### src/rtl/rrmr_pkg.sv
package rrmr_pkg;

   localparam int MAX_MEMBERS = 16;
   localparam int IDX_W       = $clog2(MAX_MEMBERS);
   localparam int CNT_W       = $clog2(MAX_MEMBERS + 1);
   localparam int ID_W        = 16;
   localparam int CMD_W       = 3;
   localparam int STATUS_W    = 3;
   localparam int COUNT_OUT_W = 5;

   // commands
   localparam logic [CMD_W-1:0] CMD_ADD    = 3'd0;
   localparam logic [CMD_W-1:0] CMD_REMOVE = 3'd1;
   localparam logic [CMD_W-1:0] CMD_NEXT   = 3'd2;
   localparam logic [CMD_W-1:0] CMD_SKIP   = 3'd3;
   localparam logic [CMD_W-1:0] CMD_CHECK  = 3'd4;

   // response status
   localparam logic [STATUS_W-1:0] STATUS_OK        = 3'd0;
   localparam logic [STATUS_W-1:0] STATUS_EMPTY     = 3'd1;
   localparam logic [STATUS_W-1:0] STATUS_NOT_FOUND = 3'd2;
   localparam logic [STATUS_W-1:0] STATUS_FULL      = 3'd3;
   localparam logic [STATUS_W-1:0] STATUS_PROGRESS  = 3'd4;
   localparam logic [STATUS_W-1:0] STATUS_WINNER    = 3'd5;

   // cell operations
   localparam logic [1:0] OP_HOLD   = 2'd0;
   localparam logic [1:0] OP_LOAD   = 2'd1;
   localparam logic [1:0] OP_ROTATE = 2'd2;
   localparam logic [1:0] OP_SWEEP  = 2'd3;

   typedef struct packed {
      logic [CMD_W-1:0] cmd;
      logic [ID_W-1:0]  member_id;
   } req_payload_type;

   typedef struct packed {
      logic [STATUS_W-1:0]    status;
      logic [ID_W-1:0]        current_id;
      logic [ID_W-1:0]        skipped_id;
      logic [COUNT_OUT_W-1:0] member_count;
   } rsp_payload_type;

   // broadcast from the sequencer to every cell
   typedef struct packed {
      logic [1:0]       op;
      logic [IDX_W-1:0] sel;
      logic             found;
      logic [ID_W-1:0]  id;
   } ring_ctl_type;

endpackage

### src/rtl/round_robin_member_ring.sv
// round-robin member ring
//
// keeps up to MAX_MEMBERS member ids in turn order; cell 0 always holds the
// current member and cell k the member k turns later
// req channel: one command transfer (add, remove, next, skip, check) with an id
// rsp channel: exactly one response transfer per command (status, current id,
// skipped id, member count after the command)
// commands are handled one at a time: accept, work, reply
//   add, next, check: work step, then reply step
//   skip: two single-place rotations of the cell row in the work step, then reply
//   remove: the work step repeats while the match sweep walks the live part
//   one cell per cycle and closes the gap behind it; an empty ring skips the sweep
// the next command is accepted, at the earliest, in the cycle after the response is loaded
// the response sits in an output register; a new command is accepted while it
// waits, and the command only stalls in its reply step if the receiver still
// holds off the previous transfer
// reset empties the ring and drops any pending response; cell contents stay
// undefined and are never read outside the live part
module round_robin_member_ring
   import rrmr_pkg::*;
(
   input  logic            clock,
   input  logic            reset,
   input  logic            req_valid,
   output logic            req_ready,
   input  req_payload_type req_payload,
   output logic            rsp_valid,
   input  logic            rsp_ready,
   output rsp_payload_type rsp_payload
);

   // sequencer states
   localparam logic [1:0] ST_IDLE  = 2'd0;
   localparam logic [1:0] ST_WORK  = 2'd1;
   localparam logic [1:0] ST_REPLY = 2'd2;

   logic [1:0]          state_ff, state_in;
   logic [CNT_W-1:0]    count_ff, count_in;
   logic                rsp_valid_ff, rsp_valid_in;
   rsp_payload_type     rsp_ff, rsp_in;
   logic [CMD_W-1:0]    cmd_ff, cmd_in;
   logic [ID_W-1:0]     id_ff, id_in;
   logic [IDX_W-1:0]    step_ff, step_in;
   logic                found_ff, found_in;
   logic [STATUS_W-1:0] status_ff, status_in;
   logic [ID_W-1:0]     skipped_ff, skipped_in;

   ring_ctl_type        ctl;
   logic [ID_W-1:0]     cell_ids [MAX_MEMBERS];
   logic [MAX_MEMBERS-1:0] hit_vec;
   logic                hit_any;
   logic                sweep_found;
   logic [IDX_W-1:0]    last_idx;
   logic                is_empty;
   logic                is_full;
   logic                out_free;

   // row of cells, each linked to its successor, the last back to cell 0
   for (genvar k = 0; k < MAX_MEMBERS; k++) begin : g_cell
      localparam int NEXT = (k + 1) % MAX_MEMBERS;
      rrmr_cell u_cell (
         .clock      (clock),
         .ctl        (ctl),
         .cell_index (IDX_W'(k)),
         .next_id    (cell_ids[NEXT]),
         .head_id    (cell_ids[0]),
         .stored_id  (cell_ids[k]),
         .hit        (hit_vec[k])
      );
   end

   assign hit_any     = |hit_vec;
   assign sweep_found = found_ff | hit_any;
   assign last_idx    = IDX_W'(count_ff - CNT_W'(1));
   assign is_empty    = (count_ff == '0);
   assign is_full     = (count_ff == CNT_W'(MAX_MEMBERS));
   assign out_free    = !rsp_valid_ff || rsp_ready;

   assign req_ready   = (state_ff == ST_IDLE);
   assign rsp_valid   = rsp_valid_ff;
   assign rsp_payload = rsp_ff;

   always_comb begin
      state_in     = state_ff;
      count_in     = count_ff;
      rsp_valid_in = rsp_valid_ff && !rsp_ready;
      rsp_in       = rsp_ff;
      cmd_in       = cmd_ff;
      id_in        = id_ff;
      step_in      = step_ff;
      found_in     = found_ff;
      status_in    = status_ff;
      skipped_in   = skipped_ff;
      ctl.op       = OP_HOLD;
      ctl.sel      = '0;
      ctl.found    = found_ff;
      ctl.id       = id_ff;

      unique case (state_ff)
         ST_IDLE: begin
            if (req_valid) begin
               cmd_in     = req_payload.cmd;
               id_in      = req_payload.member_id;
               step_in    = '0;
               found_in   = 1'b0;
               status_in  = STATUS_OK;
               skipped_in = '0;
               state_in   = ST_WORK;
            end
         end
         ST_WORK: begin
            state_in = ST_REPLY;
            unique case (cmd_ff)
               CMD_ADD: begin
                  if (is_full) begin
                     status_in = STATUS_FULL;
                  end else begin
                     // new member goes to the tail, just before the current one
                     ctl.op   = OP_LOAD;
                     ctl.sel  = IDX_W'(count_ff);
                     count_in = count_ff + CNT_W'(1);
                  end
               end
               CMD_REMOVE: begin
                  if (is_empty) begin
                     status_in = STATUS_EMPTY;
                  end else begin
                     ctl.op   = OP_SWEEP;
                     ctl.sel  = step_ff;
                     found_in = sweep_found;
                     if (step_ff == last_idx) begin
                        if (sweep_found) count_in = count_ff - CNT_W'(1);
                        else status_in = STATUS_NOT_FOUND;
                     end else begin
                        step_in  = step_ff + IDX_W'(1);
                        state_in = ST_WORK;
                     end
                  end
               end
               CMD_NEXT: begin
                  if (is_empty) begin
                     status_in = STATUS_EMPTY;
                  end else begin
                     ctl.op  = OP_ROTATE;
                     ctl.sel = last_idx;
                  end
               end
               CMD_SKIP: begin
                  if (is_empty) begin
                     status_in = STATUS_EMPTY;
                  end else begin
                     ctl.op  = OP_ROTATE;
                     ctl.sel = last_idx;
                     if (step_ff == '0) begin
                        // a lone member passes over itself
                        skipped_in = (count_ff == CNT_W'(1)) ? cell_ids[0] : cell_ids[1];
                        step_in    = IDX_W'(1);
                        state_in   = ST_WORK;
                     end
                  end
               end
               CMD_CHECK: begin
                  if (is_empty) status_in = STATUS_EMPTY;
                  else if (count_ff == CNT_W'(1)) status_in = STATUS_WINNER;
                  else status_in = STATUS_PROGRESS;
               end
               default: ;
            endcase
         end
         ST_REPLY: begin
            if (out_free) begin
               rsp_valid_in        = 1'b1;
               rsp_in.status       = status_ff;
               rsp_in.current_id   = is_empty ? '0 : cell_ids[0];
               rsp_in.skipped_id   = skipped_ff;
               rsp_in.member_count = COUNT_OUT_W'(count_ff);
               state_in            = ST_IDLE;
            end
         end
         default: state_in = ST_IDLE;
      endcase
   end

   // control state
   always_ff @(posedge clock) begin
      if (reset) begin
         state_ff     <= ST_IDLE;
         count_ff     <= '0;
         rsp_valid_ff <= 1'b0;
      end else begin
         state_ff     <= state_in;
         count_ff     <= count_in;
         rsp_valid_ff <= rsp_valid_in;
      end
   end

   // command and response payload
   always_ff @(posedge clock) begin
      rsp_ff     <= rsp_in;
      cmd_ff     <= cmd_in;
      id_ff      <= id_in;
      step_ff    <= step_in;
      found_ff   <= found_in;
      status_ff  <= status_in;
      skipped_ff <= skipped_in;
   end

   // the ring never holds more than its capacity
   a_count_range: assert property (@(posedge clock) disable iff (reset)
      count_ff <= CNT_W'(MAX_MEMBERS))
      else $error("member count above capacity");

   // membership only changes while a command is being worked on
   a_count_quiet: assert property (@(posedge clock) disable iff (reset)
      (state_ff != ST_WORK) |=> $stable(count_ff))
      else $error("member count changed outside the work step");

   // the sweep selects one cell, so at most one cell reports a match
   a_single_hit: assert property (@(posedge clock) disable iff (reset)
      $onehot0(hit_vec))
      else $error("more than one cell matched");

   // a reply step with a free output register always produces a response
   a_reply: assert property (@(posedge clock) disable iff (reset)
      (state_ff == ST_REPLY && out_free) |=> (rsp_valid_ff && state_ff == ST_IDLE))
      else $error("reply step did not load the response");

endmodule

### src/rtl/rrmr_cell.sv
module rrmr_cell
   import rrmr_pkg::*;
(
   input  logic             clock,
   input  ring_ctl_type     ctl,
   input  logic [IDX_W-1:0] cell_index,
   input  logic [ID_W-1:0]  next_id,
   input  logic [ID_W-1:0]  head_id,
   output logic [ID_W-1:0]  stored_id,
   output logic             hit
);

   logic [ID_W-1:0] id_ff;
   logic [ID_W-1:0] id_in;
   logic            at_sel;

   assign at_sel    = (cell_index == ctl.sel);
   assign hit       = at_sel && (id_ff == ctl.id);
   assign stored_id = id_ff;

   always_comb begin
      id_in = id_ff;
      unique case (ctl.op)
         OP_LOAD: begin
            if (at_sel) id_in = ctl.id;
         end
         OP_ROTATE: begin
            // live part moves one place toward the head, head wraps to the last live cell
            if (cell_index < ctl.sel) id_in = next_id;
            else if (at_sel) id_in = head_id;
         end
         OP_SWEEP: begin
            // once the match is found every later cell closes the gap
            if (at_sel && (ctl.found || id_ff == ctl.id)) id_in = next_id;
         end
         default: id_in = id_ff;
      endcase
   end

   always_ff @(posedge clock) begin
      id_ff <= id_in;
   end

endmodule

### config.mk
export PLATFORM = sky130hd
export DESIGN_NAME = round_robin_member_ring
export DESIGN_NICKNAME = d
export VERILOG_FILES = /design/src/rtl/rrmr_pkg.sv /design/src/rtl/round_robin_member_ring.sv /design/src/rtl/rrmr_cell.sv
export SDC_FILE = /design/constraint.sdc
export NUM_CORES = 1
export LEC_CHECK = 0
export BUFFER_PORTS_ARGS = -buffer_cell sky130_fd_sc_hd__buf_2
export CELL_PAD_IN_SITES_DETAIL_PLACEMENT = 1
export CELL_PAD_IN_SITES_GLOBAL_PLACEMENT = 1
export CORE_MARGIN = 2
export CORE_UTILIZATION = 45
export DETAILED_ROUTE_END_ITERATION = 16
export GPL_TIMING_DRIVEN = 0
export PLACE_DENSITY = 0.76
export SETUP_SLACK_MARGIN = 0.2
export SLEW_MARGIN = 15
export SYNTH_ARGS = -nofsm -noshare
export SYNTH_HDL_FRONTEND = slang
export SYNTH_SLANG_ARGS = --single-unit
### constraint.sdc
create_clock -name clock -period 4.9 [get_ports clock]
set_clock_uncertainty 0.05 [all_clocks]
set_input_delay 0.98 -clock clock [delete_from_list [all_inputs] [get_ports clock]]
set_output_delay 0.98 -clock clock [all_outputs]
set_load 0.02 [all_outputs]
# After elaboration in Yosys (flattened, before gate mapping)
# Cells that the tools add are included.
totals:
  ff_bits: 347
  input_bits: 23
  output_inout_bits: 42
  elab_cells: 372
op_classes:
  add_sub_neg: 3
  order_cmp: 16
  n_eq_ne: 111
  muxes: 126
  bitwise: 1
  n_reduce_logical: 86
ops:
  columns: ["op", "n"]
  rows:
  - ["2-to-1 mux 16 bit", 68]
  - ["one-hot mux 16 bit (3 select lines)", 16]
  - ["equality test 16 bit", 16]
  - ["inequality test 2 x 1 -> 1 bit, second input constant", 35]
  - ["AND reduction 4 bit", 17]
  - ["inequality test 3 x 1 -> 1 bit, second input constant", 16]
  - ["logical AND 1 bit", 33]
  - ["equality test 4 bit, first input constant", 8]
  - ["less-than comparator 4 bit, first input constant", 8]
  - ["one-hot mux 16 bit (2 select lines)", 1]
  - ["2-to-1 mux 5 bit", 5]
  - ["2-to-1 mux 3 bit", 7]
  - ["2-to-1 mux 4 bit", 5]
  - ["2-to-1 mux 6 bit", 3]
  - ["inequality test 3 bit, second input constant", 6]
  - ["one-hot mux 6 bit (3 select lines)", 1]
  - ["logical OR 1 bit", 17]
  - ["equality test 3 x 4 -> 1 bit, first input constant", 4]
  - ["less-than comparator 3 x 4 -> 1 bit, first input constant", 4]
  - ["inequality test 2 bit, second input constant", 8]
  - ["one-hot mux 4 bit (2 select lines)", 2]
  - ["OR reduction 16 bit", 1]
  - ["AND reduction 7 bit", 2]
  - ["2-to-1 mux 2 bit", 6]
  - ["other kinds (36)", 54]

# Depth between registers and ports, before layout
# Gate-level depths: netlist (run 1).
depth:
  depth_word: 13
  depth_mapped: 13

# By module
# Synthesis (run 1) repeated with hierarchy kept, for this count alone.
unflattened:
  cells_unflattened: 2070
  hier_area_um2: 22487.8
modules_own_cells:
  columns: ["mod", "n_inst", "cells_each", "area_each_um2", "seq_area_each_um2"]
  rows:
  - ["rrmr_cell", 16, 110, 1161.1, 480.5]
  - ["round_robin_member_ring", 1, 310, 3910.0, 2652.5]

# Worst setup path before layout (run 1)
# Ideal clock, no wire load.
synth_path:
  path_kind: "register to register"
  from: "register count_ff[0]"
  to: "register g_cell[1].u_cell.id_ff[0] (enable)"
  arrival_time_ps: 3625
  t_required_ps: 4436
  setup_slack_ps: 811
  path_stages_with_launch: 11
  path_buffers: 4
  synth_period_minus_slack_ps: 4089
  path_cell_list: "dfxtp_1 -> clkbuf_1 -> inv_1 -> ha_1 -> or4b_1 -> clkbuf_1 -> nand3_1 -> clkbuf_1 -> clkbuf_1 -> nor3_1 -> o31ai_1"
synth_between:
  elab_chain_len: 8
synth_lines:
  columns: ["element", "line_no", "source"]
  rows:
  - ["from (decl)", "round_robin_member_ring.sv:38", "logic [CNT_W-1:0] count_ff, count_in;"]
  - ["from (signal assigned)", "round_robin_member_ring.sv:192", "count_ff <= count_in;"]
  - ["subtractor 5 x 1 -> 5 bit, or another cell as far along", null, null]
  - ["2-to-1 mux 6 bit, or another cell as far along", "round_robin_member_ring.sv:141, round_robin_member_ring.sv:149", null]
  - ["one-hot mux 6 bit (3 select lines) *", "round_robin_member_ring.sv:113", "unique case (cmd_ff)"]
  - ["2-to-1 mux 6 bit *", "round_robin_member_ring.sv:99", "unique case (state_ff)"]
  - ["branches (longest 3 deep; another with less-than comparator 1 x 4 -> 1 bit)", null, null]
  - ["AND reduction 4 bit (no source line) *", null, null]
  - ["to (signal assigned)", "rrmr_cell.sv:41", "id_ff <= id_in;"]
  - ["to (decl)", "rrmr_cell.sv:13", "logic [ID_W-1:0] id_ff;"]
# Every way passes the cells marked *.
# A chain may end at the register's enable or synchronous reset.

# Final worst setup path (run 1)
layout_path:
  from: "register id_ff[0]"
  to: "register status_ff[1] (enable)"
layout_between:
  elab_chain_len: 6
layout_lines:
  columns: ["element", "line_no", "source"]
  rows:
  - ["from (decl)", "round_robin_member_ring.sv:42", "logic [ID_W-1:0] id_ff, id_in;"]
  - ["from (signal assigned)", "round_robin_member_ring.sv:201", "id_ff <= id_in;"]
  - ["equality test 16 bit", "rrmr_cell.sv:18", "assign hit = at_sel && (id_ff == ctl.id);"]
  - ["logical AND 1 bit", "rrmr_cell.sv:18", null]
  - ["OR reduction 16 bit *", "round_robin_member_ring.sv:72", "assign hit_any = |hit_vec;"]
  - ["bitwise OR 1 bit *", "round_robin_member_ring.sv:73", "assign sweep_found = found_ff | hit_any;"]
  - ["inequality test 4 bit (no source line) *", null, null]
  - ["AND reduction 7 bit (no source line) *", null, null]
  - ["to (signal assigned)", "round_robin_member_ring.sv:204", "status_ff <= status_in;"]
  - ["to (decl)", "round_robin_member_ring.sv:45", "logic [STATUS_W-1:0] status_ff, status_in;"]
# Every way passes the cells marked *; elsewhere a longest branch is shown, timed or not.

==> results of run 1 <==
[routing by layer]
layer  track usage, %  vias up  wire length [um]
li1                 -     6451                 -
met1             48.9     8069             31200
met2             55.7     1198             35300
met3             8.12      308              9480
met4             25.5        0              6040
met5                0        -                 0
[worst reg2reg max path: cells and delay by family, from the launching register on]
kind,cells,cell delay [ns]
flops,1,0.33
simple gates,3,1.28
xor+xnor,1,0.25
buf+inv,3,1.86
compound gates,3,0.77
[sequential cells by signal (all words and copies together), names as in the netlist]
signal and flops:
cmd_ff 3, count_ff 5, found_ff 1, g_cell.u_cell.stored_id 256, id_ff 16, rsp_payload 40, rsp_valid 1, skipped_ff 16
state_ff 2, status_ff 3, step_ff 4
[placed cells by master (no fill, tap or decap), types with 41 or more instances in the layout]
cell type	netlist	final
edfxtp_1	339	339
nand2_1	201	200
xnor2_1	165	165
a221o_1	158	158
xor2_1	97	97
buf_2	22	88
clkbuf_1	90	88
nor2_1	57	52
nand4_1	52	52
a21oi_1	52	45
clkbuf_16	0	41
[what timing repair did]
action | CTS | global route
setup buffers | 0 | 1
setup endpoints to repair | 258 | 99
resized for setup | 9 | 23
pin swaps | 0 | 1
[kinds of logic (layout without fill, tap and decap cells)]
family,after synthesis,after routing,share of synthesized area [%]
fa+ha+maj,6,6,0.397
mux,37,37,1.97
simple gates,460,460,12.0
other cells,0,1,0
xor+xnor,262,262,12.1
flops,347,347,54.7
buf+inv,165,313,3.52
compound gates,358,358,15.2
[path summary, 6_finish.rpt]
kind | start | end | slack (ns)
max | id_ff[0] | status_ff[1] | 0.1
min | skipped_ff[13] | rsp_payload[18] | 0.37
max reg2reg | id_ff[0] | status_ff[1] | 0.1
min reg2reg | skipped_ff[13] | rsp_payload[18] | 0.37
[report_power, final]
part           switching (mW)  internal (mW)
Sequential             0.0356           3.35
Clock                    1.26           1.82
Combinational           0.655          0.295
Total                    1.95           5.47
[metrics by stage]
stage	TNS, ns	cells	worst slack (ns)	hold WS (ns)	area (um2)
finish	0	2323	0.0997	0.368	21600
global route	0	2322	0.200	0.379	21600
CTS	0	2321	0.219	0.371	21500
detailed placement	-22.18	2251	-0.532	0.356	20100
global placement	-208.31	2238	-1.48	0.351	19900
floorplan	0	1635	0.811	0.350	18900
[final cells by class]
class	instances	share of cell area, %
diodes	1	0.0116
plain buffers	152	3.02
clock buffers	51	5.02
clock inverters	19	1.02
inverters	13	0.226
multi-input cells	1123	37.4
flip-flops and latches	347	47.9
well taps	539	3.13
repair buffers	78	2.26
==> impl_metrics.py, run 1 <==
metrics = {
    "synth": {
        "yosys_warnings": 0,
        "yosysUniqueCellTypes": 78,
        "netlist.top_cell.by_area": "edfxtp_1",
        "ys_seq_area_share_pct": 54.7,
        "synth_edf_count": 339,
        "synthArstFlopShare_pct": 0,
        "synth_most_common_cell": "edfxtp_1",
        "syn-instance-count": 1635,
        "synth_top_flop_cell": "edfxtp_1",
        "synth_nets": 1664,
        "synth_top_area_share_pct": 53.9,
        "synth_seq_cells": 347,
        "avgSynthCellArea_um2": 11.6,
        "synth.area.top_cells": "edfxtp_1, a221o_1, xnor2_1, xor2_1, nand2_1",
        "syn-cell-area_um2": 18900,
        "synth_common_cells": "edfxtp_1, nand2_1, xnor2_1",
    },
    "placement": {
        "hpwlAfterDp_um": 57700,
        "port_buffers": 64,
        "place_congestion": 1.04,
    },
    "critical_path": {
        "critPathArrivalTime_ns": 5.05,
        "path_delay_family": "buffers and inverters",
        "crit_cells": 10,
        "cp_slowest_cell": "clkdlybuf4s15_1",
        "worstPathMaxFanout": 10,
        "start_kind": "flop",
        "cp_cell_sequence": "clkdlybuf4s15_1, buf_1, xnor2_1, nand4_1, nor4_1, inv_1, o21ai_1, a221oi_4, and2_1, o21a_1",
        "crit_type": "flop to flop",
        "slowest_delay_ns": 0.93,
        "worst-path-buf-inv": 3,
        "cp_data_required_time_ns": 5.15,
        "endpoint_kind": "flop",
        "ff2ff_path_depth": 10,
    },
    "sta": {
        "layout_min_cycle_time_ns": 4.80,
        "setup_viol": 0,
        "rsz0062_at_grt": "false",
        "worstMarginPinSlew_ns": 1.36,
        "hold_viol_final": 0,
        "fin_crit_sh_pct": 98.0,
        "drv_slew": 0,
        "slew_headroom_pct": 9.37,
        "fmax_mhz": 208,
    },
    "die": {
        "io_pins": 65,
        "start_util_pct": 45.3,
        "fp.dieH_um": 209,
        "fp.dieW_um": 209,
        "std_cell_rows": 75,
        "dieArea_um2": 43600,
        "coreArea_um2": 41700,
    },
    "detailed_routing": {
        "wl_per_cell_um": 35.3,
        "via_per_inst": 6.90,
        "drt_iter0_drc": 2446,
        "ant_nets": 0,
        "num_vias": 16000,
        "drt-total-wl_um": 82000,
        "drc": 0,
        "drt_pass1_iterations": 6,
    },
    "layout": {
        "n_fill_cell": 4423,
        "drive_above_1_share_pct": 12.7,
        "area_growth_syn_to_layout_pct": 14.2,
        "multiInputGateArea_um2": 8070,
        "final_core_util_pct": 51.8,
        "seq_area_um2": 10300,
        "nets": 1784,
    },
    "outcome": {
        "outcome": "finished clean",
    },
    "grt": {
        "grt_pass1_vias": 16200,
        "grt_pass1_wl_um": 115000,
        "grt_usage_pct": 37.3,
        "grt_overflow_total": 0,
        "grt_antenna_before_repair": 0,
        "grt_max_degree": 27,
    },
    "clocking": {
        "clk_path_buf_depth": 3,
        "ctsHtreeMaxLevel": 2,
        "root_buffer": "clkbuf_16",
        "cts.sink_count": 347,
        "hold_buffers": 0,
        "clkTransAtPathRegs_ns": 0.06,
        "insertion_delay_ns": 0.57,
        "cts_tree": "done",
        "cts-buffers-inserted": 40,
    },
    "pwr": {
        "ir_drop_mv": 0.317,
        "power.density_nw_per_um2": 344,
        "power_mw": 7.42,
        "p_leak_nw": 7.39,
    },
    "worst_hold_path": {
        "hold_depth": 0,
        "hold_path_class": "flop to flop",
    },
    "job": {
        "cap_violations": 0,
    },
}
(Power assumes the default switching activity.)
==> run 2, diff against run 1 <==
Settings changed: CORE_UTILIZATION 45 to 51, PLACE_DENSITY 0.76 to 0.84, SETUP_SLACK_MARGIN 0.2 to 0.05.
==> run 2 against run 1 <==
  * The flow now finishes with violations (setup timing)
  * Routed wire length grew 1.3%
  * Utilization grew 6.9 points
  * Final area shrank 0.72%
  * Count of clock-buffer cells in the layout shrank 2
  * Critical endpoint is now g_cell[11].u_cell.stored_id[9]
  * Largest cell class unchanged
  * Highest routed layer unchanged
==> impl_metrics.py, run 2 (synthesis results as in run 1) <==
metrics = {
    "outcome": {
        "outcome": "finished with violations",
        "violations": "setup timing",
    },
    "layout": {
        "nets": 1782,
        "largest_reg_flops": 256,
        "drive_above_1_share_pct": 12.3,
        "seq_area_um2": 10300,
        "area_growth_syn_to_layout_pct": 13.4,
        "n_fill_cell": 3750,
        "mostFrequentLayoutCell": "edfxtp_1",
        "final_cell_mix": "edfxtp_1, nand2_1, xnor2_1, a221o_1, xor2_1",
        "multiInputGateArea_um2": 8080,
    },
    "clocking": {
        "clkTransAtPathRegs_ns": 0.06,
        "cts.sink_count": 347,
        "root_buffer": "clkbuf_16",
        "ctsResizeCount": 8,
        "insertion_delay_ns": 0.59,
        "cts-buffers-inserted": 39,
        "hold_buffers": 0,
        "ctsHtreeMaxLevel": 2,
        "cts_setup_buffers": 0,
        "cts_tree": "done",
        "clk_path_buf_depth": 3,
    },
    "die": {
        "dieArea_um2": 38600,
        "coreArea_um2": 36500,
        "std_cell_rows": 70,
        "fp.dieH_um": 196,
        "start_util_pct": 51.7,
        "fp.dieW_um": 196,
        "io_pins": 65,
    },
    "grt": {
        "grt_overflow_total": 0,
        "grt_usage_pct": 43.0,
        "grt_antenna_before_repair": 3,
        "grt_pass1_wl_um": 116000,
        "grt_max_degree": 32,
        "grt_pass1_vias": 16200,
    },
    "sta": {
        "worst_slack_ns": -0.0110,
        "slew_headroom_pct": 7.92,
        "tns_ns": -0.0110,
        "fmax_mhz": 204,
        "setup_viol": 1,
        "layout_min_cycle_time_ns": 4.91,
        "rsz0062_at_grt": "false",
        "drv_slew": 0,
        "fin_crit_sh_pct": 100,
        "holdWs_ns": 0.370,
        "worstMarginPinSlew_ns": 1.38,
        "hold_viol_final": 0,
    },
    "worst_hold_path": {
        "hold_depth": 0,
        "min_from": "skipped_ff[14]",
        "hold_path_class": "flop to flop",
    },
    "critical_path": {
        "ff2ff_path_depth": 10,
        "slowest_delay_ns": 1.03,
        "r2r_start": "count_ff[0]",
        "critPathArrivalTime_ns": 5.28,
        "cp-startpoint": "count_ff[0]",
        "cp_common_cell": "clkbuf_2",
        "cp_cell_sequence": "clkbuf_2, inv_1, ha_1, or4b_1, clkbuf_2, nand3_2, clkbuf_1, and2_1, buf_1, o21bai_1",
        "worst-path-buf-inv": 5,
        "path_delay_family": "buffers and inverters",
        "cp_data_required_time_ns": 5.27,
        "crit_type": "flop to flop",
        "worstPathMaxFanout": 10,
        "start_kind": "flop",
        "endpoint_kind": "flop",
        "cp_slowest_cell": "buf_1",
        "crit_cells": 10,
    },
    "job": {
        "cap_violations": 0,
    },
    "placement": {
        "place_congestion": 1.02,
        "pre_cts_slack_ns": -0.420,
        "hpwlAfterDp_um": 57700,
        "port_buffers": 64,
    },
    "pwr": {
        "power_mw": 7.33,
        "ir_drop_mv": 0.295,
        "p_leak_nw": 7.33,
        "power.density_nw_per_um2": 342,
    },
    "detailed_routing": {
        "num_vias": 16300,
        "drt-total-wl_um": 83000,
        "ant_nets": 0,
        "drt_iter0_drc": 2958,
        "drc": 0,
        "drt_pass1_iterations": 6,
        "wl_per_cell_um": 36.9,
        "via_per_inst": 7.25,
    },
}
## run 2: cell count changes in the layout (fill, tap and decap cells not counted), moves of 3 or more
cell	change
clkbuf_2	-3
clkinv_2	-3
diode_2	+4
buf_1	+4
## run 2: worst paths after layout
kind	end	slack, ns
worst max-delay path	g_cell[11].u_cell.stored_id[9]	-0.01
worst min-delay path	rsp_payload[19]	0.37
worst max register to register	g_cell[11].u_cell.stored_id[9]	-0.01
worst min register to register	rsp_payload[19]	0.37
## run 2: per-stage QoR
step | utilization, % | cells | instance area (um2)
after CTS | 58.4 | 2247 | 21300
after floorplan | - | 1635 | 18900
after detailed placement | 54.9 | 2181 | 20100
after global routing | 58.6 | 2246 | 21400
final | 58.7 | 2251 | 21400
after global placement | 54.2 | 2167 | 19800
## run 2: final cells by class
class / instances / share of cell area (%)
Multi-Input combinational cell: 1123 / 37.7
Tap cell: 468 / 2.73
Clock buffer: 49 / 4.93
Antenna cell: 5 / 0.0584
Sequential cell: 347 / 48.3
Buffer: 151 / 2.94
Timing Repair Buffer: 78 / 2.27
Clock inverter: 17 / 0.847
Inverter: 13 / 0.228
## run 2: metal layers
| metal | vias up | routed length [um] | global-route usage [%] |
|---|---|---|---|
| li1 | 6443 | - | - |
| met5 | - | 0 | 0 |
| met4 | 0 | 6490 | 26.9 |
| met2 | 1381 | 34100 | 61.6 |
| met3 | 359 | 12200 | 15.5 |
| met1 | 8139 | 30300 | 55.5 |
## run 2: where the power goes
group	switching, mW	internal [mW]	total (mW)
Clock	1.25	1.73	2.98
Combinational	0.654	0.293	0.947
Sequential	0.0438	3.35	3.40
Total	1.95	5.37	7.33
==> run 3, diff against run 2 <==
Settings changed: BUFFER_PORTS_ARGS -buffer_cell sky130_fd_sc_hd__buf_2 to not set, CORE_ASPECT_RATIO set to 1.5, CORE_UTILIZATION 51 to 53, DONT_BUFFER_PORTS set to 1, PLACE_DENSITY 0.84 to 0.85.
==> run 3 against run 2 <==
  * The run now ends clean
  * Final cell count fell by 2.8%
  * Critical path depth rose by 1
  * Register-to-register slack improved by 0.07 ns
  * Power is 0.87% lower
  * Routed wire length up 3.5%
  * Via count is 0.36% lower
  * Utilization is 1.4 points higher
  * Hold slack better by 0.0037 ns
  * Sequential share of layout area up 0.76 points
  * Final area is 1.6% lower
  * Critical path type unchanged
==> impl_metrics.py, run 3 (synthesis results as in run 1) <==
metrics = {
    "detailed_routing": {
        "drt_pass1_iterations": 6,
        "via_per_inst": 7.44,
        "drt_iter0_drc": 2653,
        "wl_per_cell_um": 39.3,
        "ant_nets": 0,
        "num_vias": 16300,
        "drt-total-wl_um": 85900,
        "drc": 0,
    },
    "clocking": {
        "ctsHtreeMaxLevel": 2,
        "clkTransAtPathRegs_ns": 0.07,
        "root_buffer": "clkbuf_16",
        "clk_path_buf_depth": 3,
        "insertion_delay_ns": 0.56,
        "cts_tree": "done",
        "cts.sink_count": 347,
        "hold_buffers": 0,
        "cts-buffers-inserted": 36,
    },
    "die": {
        "io_pins": 65,
        "std_cell_rows": 84,
        "coreArea_um2": 35100,
        "start_util_pct": 53.8,
        "dieArea_um2": 37200,
        "fp.dieH_um": 235,
        "fp.dieW_um": 158,
    },
    "sta": {
        "worstMarginPinSlew_ns": 1.32,
        "fin_crit_sh_pct": 98.7,
        "rsz0062_at_grt": "true",
        "slew_headroom_pct": 12.1,
        "tns_ns": 0,
        "layout_min_cycle_time_ns": 4.84,
        "setup_viol": 0,
        "drv_slew": 0,
        "hold_viol_final": 0,
        "fmax_mhz": 207,
    },
    "job": {
        "cap_violations": 0,
    },
    "layout": {
        "drive_above_1_share_pct": 8.88,
        "final_cell_mix": "edfxtp_1, nand2_1, xnor2_1, a221o_1, xor2_1",
        "instances_no_fill": 2187,
        "mostFrequentLayoutCell": "edfxtp_1",
        "area_growth_syn_to_layout_pct": 11.6,
        "multiInputGateArea_um2": 8070,
        "largest_reg_flops": 256,
        "nets": 1716,
        "n_fill_cell": 3613,
        "seq_area_um2": 10300,
    },
    "grt": {
        "grt_pass1_wl_um": 120000,
        "grt_usage_pct": 46.2,
        "grt_max_degree": 36,
        "grt_antenna_before_repair": 2,
        "grt_pass1_vias": 16500,
        "grt_overflow_total": 0,
    },
    "outcome": {
        "outcome": "finished clean",
    },
    "worst_hold_path": {
        "hold_path_class": "flop to flop",
    },
    "placement": {
        "placedCellCount": 2121,
        "hpwlAfterDp_um": 60600,
        "place_congestion": 1.07,
        "port_buffers": 0,
    },
    "critical_path": {
        "cp_data_required_time_ns": 5.23,
        "worstPathMaxFanout": 10,
        "start_kind": "flop",
        "critPathArrivalTime_ns": 5.17,
        "crit_type": "flop to flop",
        "endpoint_kind": "flop",
    },
    "pwr": {
        "power.density_nw_per_um2": 344,
        "ir_drop_mv": 0.309,
        "p_leak_nw": 7.07,
    },
}
-- run 3: timing repair --
action,4_1_cts,5_1_grt
gates resized for setup,6,12
endpoints found under the setup margin,167,153
setup buffers,0,0
endpoints found under the hold margin,0,0
-- run 3: routing by layer --
metal,part of all wire (%),GRT usage (%)
met1,31,50.6
met5,0,0
met2,44,70.5
met4,13,43.3
met3,12,13.9
-- run 3: worst paths after layout --
kind	start	endpoint	slack, ns	cells after the start
worst max register to register	count_ff[0]	g_cell[2].u_cell.stored_id[5]	0.06	11
worst max-delay path	count_ff[0]	g_cell[2].u_cell.stored_id[5]	0.06	11
worst min-delay path	skipped_ff[1]	rsp_payload[6]	0.37	0
worst min register to register	skipped_ff[1]	rsp_payload[6]	0.37	0
-- run 3: power by group --
group	switching, mW	total [mW]	internal (mW)
clock	1.24	2.93	1.69
sequential	0.0602	3.41	3.35
combinational	0.639	0.919	0.280
-- run 3: metrics by stage --
step                      util (%)  setup WS (ns)  instance area [um2]  power (mW)  hold slack, ns
after detailed placement      56.4         -0.369                19800        4.33           0.355
after global routing          60.1         0.0171                21100        7.35           0.377
after CTS                     59.9         0.0607                21000        7.18           0.374
after global placement        55.5          -1.67                19500        4.28           0.351
after floorplan                  -          0.811                18900        3.98           0.350
final                         60.1         0.0639                21100        7.26           0.373
-- run 3: worst max-delay path, cell delays in order, from the launching register on --
cell      delay, ns
dfxtp_1        0.59
clkbuf_2       0.34
inv_1          0.12
ha_1           0.26
or4b_1         0.25
clkbuf_2       0.36
a32oi_1        0.11
o22ai_1        0.59
nand2_1        0.33
a31oi_1        0.81
clkbuf_1       0.51
a221o_1        0.34
-- run 3: final cells by class --
cell class / count / area share, %
antenna: 2 / 0.0237
buffer: 151 / 2.96
clock buffer: 46 / 4.65
clock inverter: 17 / 1.10
inverter: 13 / 0.231
multi-input combinational: 1123 / 38.2
sequential: 347 / 49.0
tap: 473 / 2.81
timing repair buffer: 15 / 0.949
